$ cat src/rtl/b64d_pkg.sv
// Package for the base64 stream decoder: item types, status codes,
// quartet phase encoding and the alphabet lookup. No dependencies.
package b64d_pkg;

    localparam int CHAR_W  = 8;
    localparam int SEXT_W  = 6;
    localparam int COUNT_W = 16;
    localparam int STAT_W  = 2;
    localparam int Q_DEPTH = 2;

    localparam logic [CHAR_W-1:0] PAD_CHAR = 8'd61;

    localparam logic [STAT_W-1:0] STAT_OK         = 2'd0;
    localparam logic [STAT_W-1:0] STAT_SHORT      = 2'd1;
    localparam logic [STAT_W-1:0] STAT_BAD_LENGTH = 2'd2;

    typedef enum logic [2:0] {
        PH_0   = 3'd0,
        PH_1   = 3'd1,
        PH_2   = 3'd2,
        PH_3   = 3'd3,
        PH_PAD = 3'd4
    } b64d_phase_t;

    // Classified character as it travels from the front to the back.
    typedef struct packed {
        logic [SEXT_W-1:0] sextet;
        logic              bad;
        logic              pad;
        logic              last;
    } b64d_item_t;

    typedef struct packed {
        logic [CHAR_W-1:0]  out_byte;
        logic               byte_valid;
        logic               done_res;
        logic [STAT_W-1:0]  status;
        logic [COUNT_W-1:0] decoded_count;
    } b64d_result_t;

    typedef struct packed {
        logic [SEXT_W-1:0] sextet;
        logic              bad;
    } b64d_lookup_t;

    function automatic b64d_lookup_t sextet_of(input logic [CHAR_W-1:0] c);
        b64d_lookup_t r;
        r.bad    = 1'b0;
        r.sextet = '0;
        case (c) inside
            [8'd65:8'd90]:  r.sextet = SEXT_W'(c - 8'd65);
            [8'd97:8'd122]: r.sextet = SEXT_W'(c - 8'd71);
            [8'd48:8'd57]:  r.sextet = SEXT_W'(c + 8'd4);
            8'd43:          r.sextet = 6'd62;
            8'd47:          r.sextet = 6'd63;
            default:        r.bad    = 1'b1;
        endcase
        return r;
    endfunction

endpackage

$ cat src/rtl/b64d_front.sv
// Front end of the base64 stream decoder: input handshake and character
// classification into queue items. Depends on b64d_pkg.
module b64d_front (
    input  logic                          s_tvalid,
    output logic                          s_tready,
    input  logic [b64d_pkg::CHAR_W-1:0]   s_tdata,   // [7:0] char_in
    input  logic                          s_tlast,   // last_char
    input  logic                          q_full,
    output logic                          q_push,
    output b64d_pkg::b64d_item_t          q_item
);

    b64d_pkg::b64d_lookup_t look;

    always_comb begin
        look          = b64d_pkg::sextet_of(s_tdata);
        q_item.sextet = look.sextet;
        q_item.bad    = look.bad;
        q_item.pad    = (s_tdata == b64d_pkg::PAD_CHAR);
        q_item.last   = s_tlast;
    end

    assign s_tready = !q_full;
    assign q_push   = s_tvalid && !q_full;

endmodule

$ cat src/rtl/b64d_queue.sv
// Two-entry queue of classified characters between front and back.
// Depends on b64d_pkg.
module b64d_queue (
    input  logic                 aclk,
    input  logic                 aresetn,
    input  logic                 push,
    input  b64d_pkg::b64d_item_t push_item,
    input  logic                 pop,
    output b64d_pkg::b64d_item_t pop_item,
    output logic                 full,
    output logic                 empty
);

    localparam int PTR_W = (b64d_pkg::Q_DEPTH > 1) ? $clog2(b64d_pkg::Q_DEPTH) : 1;
    localparam int CNT_W = $clog2(b64d_pkg::Q_DEPTH + 1);

    b64d_pkg::b64d_item_t mem [b64d_pkg::Q_DEPTH];
    logic [PTR_W-1:0] wr_ptr_reg, rd_ptr_reg;
    logic [CNT_W-1:0] cnt_reg, cnt_next;

    assign full     = (cnt_reg == CNT_W'(b64d_pkg::Q_DEPTH));
    assign empty    = (cnt_reg == '0);
    assign pop_item = mem[rd_ptr_reg];

    always_comb begin
        cnt_next = cnt_reg;
        if (push && !pop) begin
            cnt_next = cnt_reg + 1'b1;
        end else if (pop && !push) begin
            cnt_next = cnt_reg - 1'b1;
        end
    end

    always_ff @(posedge aclk) begin
        if (!aresetn) begin
            wr_ptr_reg <= '0;
            rd_ptr_reg <= '0;
            cnt_reg    <= '0;
        end else begin
            cnt_reg <= cnt_next;
            if (push) begin
                wr_ptr_reg <= (wr_ptr_reg == PTR_W'(b64d_pkg::Q_DEPTH - 1)) ? '0
                                                                            : wr_ptr_reg + 1'b1;
            end
            if (pop) begin
                rd_ptr_reg <= (rd_ptr_reg == PTR_W'(b64d_pkg::Q_DEPTH - 1)) ? '0
                                                                            : rd_ptr_reg + 1'b1;
            end
        end
    end

    always_ff @(posedge aclk) begin
        if (push) begin
            mem[wr_ptr_reg] <= push_item;
        end
    end

endmodule

$ cat src/rtl/b64d_back.sv
// Back end of the base64 stream decoder: quartet state machine, byte
// assembly, status and the output register. Depends on b64d_pkg.
module b64d_back #(
    parameter logic [15:0] BYTE_CAP = 16'hFFFF
) (
    input  logic                   aclk,
    input  logic                   aresetn,
    input  logic                   q_empty,
    input  b64d_pkg::b64d_item_t   q_item,
    output logic                   q_pop,
    output logic                   out_valid,
    input  logic                   out_ready,
    output b64d_pkg::b64d_result_t out_res
);

    b64d_pkg::b64d_phase_t phase_reg, phase_next;
    logic [b64d_pkg::SEXT_W-1:0]  held_reg, held_next;
    logic                         halted_reg, halted_next;
    logic                         short_reg, short_next;
    logic [1:0]                   len_reg, len_next;
    logic [b64d_pkg::COUNT_W-1:0] count_reg, count_next;

    logic                         out_valid_reg;
    b64d_pkg::b64d_result_t       out_res_reg, res_next;

    logic                         emit;
    logic [b64d_pkg::CHAR_W-1:0]  byte_val;
    logic                         halt_now;
    logic                         short_now;

    assign q_pop     = !q_empty && (!out_valid_reg || out_ready);
    assign out_valid = out_valid_reg;
    assign out_res   = out_res_reg;

    // Next state of the quartet sequencer.
    always_comb begin
        phase_next = phase_reg;
        halt_now   = 1'b0;
        short_now  = 1'b0;
        if (!halted_reg) begin
            case (phase_reg)
                b64d_pkg::PH_0: begin
                    if (q_item.bad) begin
                        halt_now  = 1'b1;
                        short_now = 1'b1;
                    end else begin
                        phase_next = b64d_pkg::PH_1;
                    end
                end
                b64d_pkg::PH_1: begin
                    if (q_item.bad) begin
                        halt_now  = 1'b1;
                        short_now = 1'b1;
                    end else begin
                        phase_next = b64d_pkg::PH_2;
                    end
                end
                b64d_pkg::PH_2: begin
                    if (q_item.pad) begin
                        phase_next = b64d_pkg::PH_PAD;
                    end else if (q_item.bad) begin
                        halt_now  = 1'b1;
                        short_now = 1'b1;
                    end else begin
                        phase_next = b64d_pkg::PH_3;
                    end
                end
                b64d_pkg::PH_3: begin
                    if (q_item.pad || q_item.bad) begin
                        halt_now  = 1'b1;
                        short_now = !q_item.last;
                    end else begin
                        phase_next = b64d_pkg::PH_0;
                    end
                end
                b64d_pkg::PH_PAD: begin
                    halt_now  = 1'b1;
                    short_now = !q_item.pad || !q_item.last;
                end
                default: begin
                    halt_now  = 1'b1;
                    short_now = 1'b1;
                end
            endcase
        end
    end

    // Byte assembly for the current phase.
    always_comb begin
        emit     = 1'b0;
        byte_val = '0;
        if (!halted_reg && !q_item.bad) begin
            case (phase_reg)
                b64d_pkg::PH_1: begin
                    emit     = 1'b1;
                    byte_val = {held_reg, q_item.sextet[5:4]};
                end
                b64d_pkg::PH_2: begin
                    emit     = !q_item.pad;
                    byte_val = q_item.pad ? '0 : {held_reg[3:0], q_item.sextet[5:2]};
                end
                b64d_pkg::PH_3: begin
                    emit     = !q_item.pad;
                    byte_val = q_item.pad ? '0 : {held_reg[1:0], q_item.sextet};
                end
                default: begin
                    emit     = 1'b0;
                    byte_val = '0;
                end
            endcase
        end
    end

    // Running totals and the result for this character.
    always_comb begin
        held_next   = held_reg;
        halted_next = halted_reg || halt_now;
        short_next  = short_reg || short_now;
        len_next    = len_reg + 2'd1;
        count_next  = count_reg;
        if (!halted_reg && !q_item.bad && phase_reg != b64d_pkg::PH_3
                && phase_reg != b64d_pkg::PH_PAD) begin
            held_next = q_item.sextet;
        end
        if (emit && count_reg < BYTE_CAP) begin
            count_next = count_reg + 1'b1;
        end

        res_next.out_byte      = byte_val;
        res_next.byte_valid    = emit;
        res_next.done_res      = q_item.last;
        res_next.status        = b64d_pkg::STAT_OK;
        res_next.decoded_count = '0;
        if (q_item.last) begin
            if (len_next != 2'd0) begin
                res_next.status = b64d_pkg::STAT_BAD_LENGTH;
            end else begin
                res_next.status        = short_next ? b64d_pkg::STAT_SHORT : b64d_pkg::STAT_OK;
                res_next.decoded_count = count_next;
            end
        end
    end

    always_ff @(posedge aclk) begin
        if (!aresetn) begin
            phase_reg     <= b64d_pkg::PH_0;
            held_reg      <= '0;
            halted_reg    <= 1'b0;
            short_reg     <= 1'b0;
            len_reg       <= '0;
            count_reg     <= '0;
            out_valid_reg <= 1'b0;
        end else begin
            if (q_pop) begin
                out_valid_reg <= 1'b1;
                if (q_item.last) begin
                    // The final character clears the string state.
                    phase_reg  <= b64d_pkg::PH_0;
                    held_reg   <= '0;
                    halted_reg <= 1'b0;
                    short_reg  <= 1'b0;
                    len_reg    <= '0;
                    count_reg  <= '0;
                end else begin
                    phase_reg  <= phase_next;
                    held_reg   <= held_next;
                    halted_reg <= halted_next;
                    short_reg  <= short_next;
                    len_reg    <= len_next;
                    count_reg  <= count_next;
                end
            end else if (out_ready) begin
                out_valid_reg <= 1'b0;
            end
        end
    end

    always_ff @(posedge aclk) begin
        if (q_pop) begin
            out_res_reg <= res_next;
        end
    end

    a_halt_no_byte: assert property (@(posedge aclk) disable iff (!aresetn)
        (q_pop && halted_reg) |=> !out_res_reg.byte_valid)
        else $error("byte emitted after halt");

    a_last_clears: assert property (@(posedge aclk) disable iff (!aresetn)
        (q_pop && q_item.last) |=> (phase_reg == b64d_pkg::PH_0 && !halted_reg
                                    && len_reg == 2'd0 && count_reg == '0))
        else $error("string state not cleared after final character");

    a_bad_len_zero: assert property (@(posedge aclk) disable iff (!aresetn)
        (out_valid_reg && out_res_reg.done_res
         && out_res_reg.status == b64d_pkg::STAT_BAD_LENGTH)
        |-> (out_res_reg.decoded_count == '0))
        else $error("bad length result carries a nonzero count");

    a_status_only_done: assert property (@(posedge aclk) disable iff (!aresetn)
        (out_valid_reg && !out_res_reg.done_res)
        |-> (out_res_reg.status == b64d_pkg::STAT_OK && out_res_reg.decoded_count == '0))
        else $error("status reported on a non-final character");

endmodule

$ cat src/rtl/base64_stream_decoder.sv
// Top level of the base64 stream decoder: front end, queue and back end.
// Depends on b64d_pkg, b64d_front, b64d_queue and b64d_back.
//
// Decodes one base64 character (standard alphabet) per beat and returns
// exactly one result beat per character. The block accepts one character
// every clock cycle as long as the result side keeps up; an accepted
// character is written into the two-entry queue, and its result is
// registered when the queue hands it to the back end. The sustained rate
// of one beat per cycle is set by the combinational lookup in the front
// end and the quartet sequencer in the back end. A result with tuser set
// carries a decoded byte; the result with tlast set belongs to the final
// character and holds the string status and byte count. On a bad_length
// status the bytes already delivered for that string must be discarded by
// the consumer. The byte count saturates at the smaller of MAX_CHARS/4*3
// and 65535.
module base64_stream_decoder #(
    parameter int unsigned MAX_CHARS = 65536
) (
    input  logic        aclk,
    input  logic        aresetn,
    input  logic        s_tvalid,
    output logic        s_tready,
    input  logic [7:0]  s_tdata,   // [7:0] char_in
    input  logic        s_tlast,   // last_char
    output logic        m_tvalid,
    input  logic        m_tready,
    output logic [31:0] m_tdata,   // [7:0] out_byte, [9:8] status, [25:10] decoded_count
    output logic        m_tuser,   // byte_valid
    output logic        m_tlast    // done_res
);

    localparam longint unsigned RAW_CAP = (longint'(MAX_CHARS) / 4) * 3;
    localparam logic [15:0] BYTE_CAP = (RAW_CAP > 65535) ? 16'hFFFF : 16'(RAW_CAP);

    logic                   q_full, q_empty, q_push, q_pop;
    b64d_pkg::b64d_item_t   push_item, pop_item;
    b64d_pkg::b64d_result_t res;

    b64d_front u_front (
        .s_tvalid (s_tvalid),
        .s_tready (s_tready),
        .s_tdata  (s_tdata),
        .s_tlast  (s_tlast),
        .q_full   (q_full),
        .q_push   (q_push),
        .q_item   (push_item)
    );

    b64d_queue u_queue (
        .aclk      (aclk),
        .aresetn   (aresetn),
        .push      (q_push),
        .push_item (push_item),
        .pop       (q_pop),
        .pop_item  (pop_item),
        .full      (q_full),
        .empty     (q_empty)
    );

    b64d_back #(
        .BYTE_CAP (BYTE_CAP)
    ) u_back (
        .aclk      (aclk),
        .aresetn   (aresetn),
        .q_empty   (q_empty),
        .q_item    (pop_item),
        .q_pop     (q_pop),
        .out_valid (m_tvalid),
        .out_ready (m_tready),
        .out_res   (res)
    );

    assign m_tdata = {6'd0, res.decoded_count, res.status, res.out_byte};
    assign m_tuser = res.byte_valid;
    assign m_tlast = res.done_res;

endmodule

$ cat config.mk
export PLATFORM = sky130hd
export DESIGN_NAME = base64_stream_decoder
export DESIGN_NICKNAME = d
export VERILOG_FILES = /design/src/rtl/b64d_pkg.sv /design/src/rtl/b64d_front.sv /design/src/rtl/b64d_queue.sv /design/src/rtl/b64d_back.sv /design/src/rtl/base64_stream_decoder.sv
export SDC_FILE = /design/constraint.sdc
export NUM_CORES = 1
export LEC_CHECK = 0
export ABC_AREA = 1
export BUFFER_PORTS_ARGS = -buffer_cell sky130_fd_sc_hd__buf_2
export CORE_ASPECT_RATIO = 1.4
export CORE_MARGIN = 3
export CORE_UTILIZATION = 38
export DETAILED_ROUTE_END_ITERATION = 7
export MAX_ROUTING_LAYER = met4
export PLACE_DENSITY = 0.62
export SLEW_MARGIN = 20
export SYNTH_ARGS = -nofsm -noshare
export SYNTH_HDL_FRONTEND = slang
export SYNTH_HIERARCHICAL = 1
export SYNTH_SLANG_ARGS = --single-unit
$ cat constraint.sdc
create_clock -name aclk -period 5.2 [get_ports aclk]
set_input_delay 0.26 -clock aclk [delete_from_list [all_inputs] [get_ports aclk]]
set_output_delay 0.26 -clock aclk [all_outputs]
set_load 0.01 [all_outputs]
==> impl_metrics.py <==
metrics = {
    "outcome": {
        "status": "finished, final reports clean",
    },
    "critical_path": {
        "setup.worst_path.end_class": "register",
        "worst_ep_required_time_ps": 5280,
        "critPathMaxFanout": 21,
        "path_common_cell": "sky130_fd_sc_hd__nand2_1",
        "worst-endpoint-arrival_ps": 2560,
        "critPathLaunchType": "register",
        "timing.critical_path.cells": "mux2_2, nor2_4, nand3_2, nand3b_4, inv_2, nand2_1, nand2_1, nor2_1",
        "slowest_stage": "sky130_fd_sc_hd__dfxtp_1",
        "critical_path_class": "reg2reg",
        "crit_path_max_incr_delay_ps": 540,
    },
    "pwr": {
        "vdd.ir_drop.worst_mv": 0.195,
        "power_density_nw_per_um2": 419,
        "total_leakage_power_uw": 0.00224,
    },
    "cts": {
        "cts_hold_buffers": 0,
        "number_of_clock_sinks": 81,
        "tritoncts_clock_tree": "built",
        "postCtsSetupRepairBufs": 0,
        "clock-root-buffer": "sky130_fd_sc_hd__clkbuf_16",
        "tritoncts.num_buffers": 9,
        "clkLatencyLatePin_ps": 340,
        "post_cts_repair_resize_count": 0,
        "clk_transition_reported_paths_ps": 60,
        "cts_max_path_buffers": 2,
        "cts-htree-levels": 3,
    },
    "timing": {
        "timing_max_transition_violations_final": 0,
        "unrepaired_setup_endpoints_after_global_routing": "false",
        "worst-slew-pin-transition_ps": 1010,
        "final.period_utilization_pct": 47.8,
        "final-hold-violation-count": 0,
        "slew-limit-headroom_pct": 32.4,
        "fmaxAchievable_mhz": 402,
        "setup_total_negative_slack_ps": 0,
        "finClkSkew_ps": 12.0,
        "timing.final.setup_violations": 0,
        "fin_crit_ps": 2490,
    },
    "drt": {
        "routed-via-count": 3904,
        "drt_first_pass_iters": 4,
        "finalWirelength_um": 9840,
        "drt-vias-per-instance": 5.04,
        "drc": 0,
        "drt_first_iter_violations": 250,
        "routed_wire_length_per_instance_um": 12.7,
        "route.antenna.remaining_nets": 0,
    },
    "hold_path": {
        "min-delay-path-class": "in2reg",
    },
    "layout": {
        "layout-area-overhead-vs-synth_pct": 12.2,
        "largest_register_ffs": 28,
        "fin_nets": 648,
        "layout.area.seq_um2": 2080,
        "final_design_area_no_fill_um2": 5300,
        "n_fill_cell": 1243,
        "drive_gt1_share_pct": 19.9,
        "layout.core_utilization_pct": 44.1,
        "antenna_cells_inserted": 0,
        "final_cell_count_no_fill": 775,
        "multi_input_gate_area_in_the_final_layout_um2": 2250,
    },
    "die": {
        "io-pin-count": 49,
        "placeableCoreArea_um2": 12000,
        "die_w_um": 100,
        "initial_utilization_pct": 39.4,
        "floorplan.rows": 47,
        "die-height_um": 138,
        "floorplan.die_area_um2": 13800,
    },
    "yosys": {
        "yosysMostFrequentCell": "sky130_fd_sc_hd__nand2_1",
        "seq_area_frac_synth_pct": 44.1,
        "synth.lib_cells_used.distinct": 39,
        "synth_top_cell_area_share_pct": 29.3,
        "postSynth.topFlopCell": "sky130_fd_sc_hd__edfxtp_1",
        "yosysWarningCount": 6,
        "netlist.top_cell.by_area": "sky130_fd_sc_hd__edfxtp_1",
        "mapped_cell_area_um2": 4720,
        "synthCells": 585,
        "synth_enable_flop_cells": 46,
        "synthTopCellsByCount": "sky130_fd_sc_hd__nand2_1 (176), sky130_fd_sc_hd__inv_1 (60), sky130_fd_sc_hd__edfxtp_1 (46)",
        "synth.ff_latch_count": 81,
        "syn-mean-instance-area_um2": 8.07,
        "asyncSetResetFlopFracSynth_pct": 0,
        "synth.top_cells.by_area": "sky130_fd_sc_hd__edfxtp_1 (29%), sky130_fd_sc_hd__dfxtp_1 (15%), sky130_fd_sc_hd__nand2_1 (14%)",
    },
    "place": {
        "finalWeightedCongestion": 0.860,
        "dp_cells": 758,
        "placement.cell_area_um2": 4990,
        "port-buffer-count": 42,
        "dpl.hpwl_um": 7170,
    },
    "grt": {
        "antenna_found_initial": 0,
        "first_global_vias": 3487,
        "grt_max_degree": 36,
        "grt.total_usage_pct": 15.1,
        "grt_overflow": 0,
        "grt_first_pass_wirelength_um": 16200,
    },
    "flow_run": {
        "maxCapViolations": 0,
    },
}
==> stage by stage <==
stage                     worst slack, ps  hold slack, ps  total power [uW]
after floorplan                      2930             381              1410
after global placement               2750             455              1580
after detailed placement             2700             460              1600
after CTS                            2680             113              2210
after global routing                 2520             123              2360
final                                2710             126              2220
==> cell families (layout without fill, tap and decap cells) <==
group / count (synthesis) / after routing / share of synthesized area (%)
compound gates: 60 / 60 / 8.06
xor+xnor: 10 / 10 / 1.85
fa+ha+maj: 12 / 12 / 3.18
buf+inv: 90 / 128 / 8.77
flops: 81 / 81 / 44.1
mux: 9 / 9 / 2.15
other cells: 1 / 6 / 0.0794
simple gates: 322 / 322 / 31.8
==> where the power goes <==
| group | total (uW) | switching (uW) | internal, uW | leakage [uW] |
|---|---|---|---|---|
| Clock | 606 | 236 | 369 | 0.000140 |
| Combinational | 686 | 464 | 222 | 0.00137 |
| Sequential | 926 | 61.1 | 865 | 0.000734 |
==> worst paths after layout <==
path                                        start                              end  slack (ps)  cells after the start
setup / recovery                         register  u_back/out_res[0]$_SDFFCE_PP0P_        2710                      8
hold / removal                            s_tlast      u_queue/mem[1][0]$_DFFE_PP_         130                      1
setup reg to reg                         register  u_back/out_res[0]$_SDFFCE_PP0P_        2710                      8
hold reg to reg   u_back/held_reg[5]$_SDFFE_PN0P_  u_back/held_reg[5]$_SDFFE_PN0P_         470                      2
==> placed cells by master (no fill, tap or decap), drive strengths merged, types with 6 or more instances in the layout <==
cell type	count
a21oi	41
buf	43
clkbuf	12
conb	6
dfxtp	35
edfxtp	46
ha	12
inv	68
mux2	9
nand2	196
nand3	50
nand4	18
nor2	48
o21ai	11
xor2	7
==> per-layer routing <==
metal	wire, um	vias up	global-route usage, %
met5	0	-	-
met4	190	0	7.94
met3	397	12	1.91
met2	4980	99	25.4
met1	4280	1801	17.7
li1	-	1992	-
==> critical path, delay by kind of cell (launching register included) <==
kind          cells  cell delay, ps
mux               1             430
buf+inv           1             330
simple gates      6             920
flops             1             540
==> layout make-up <==
type,count,area share [%]
flip-flops and latches,81,39.3
clock inverters,4,0.850
well taps,147,3.47
multi-input cells,419,42.5
clock buffers,12,4.46
repair buffers,43,4.49
inverters,69,4.89
Power figures use the tool's default switching activity.
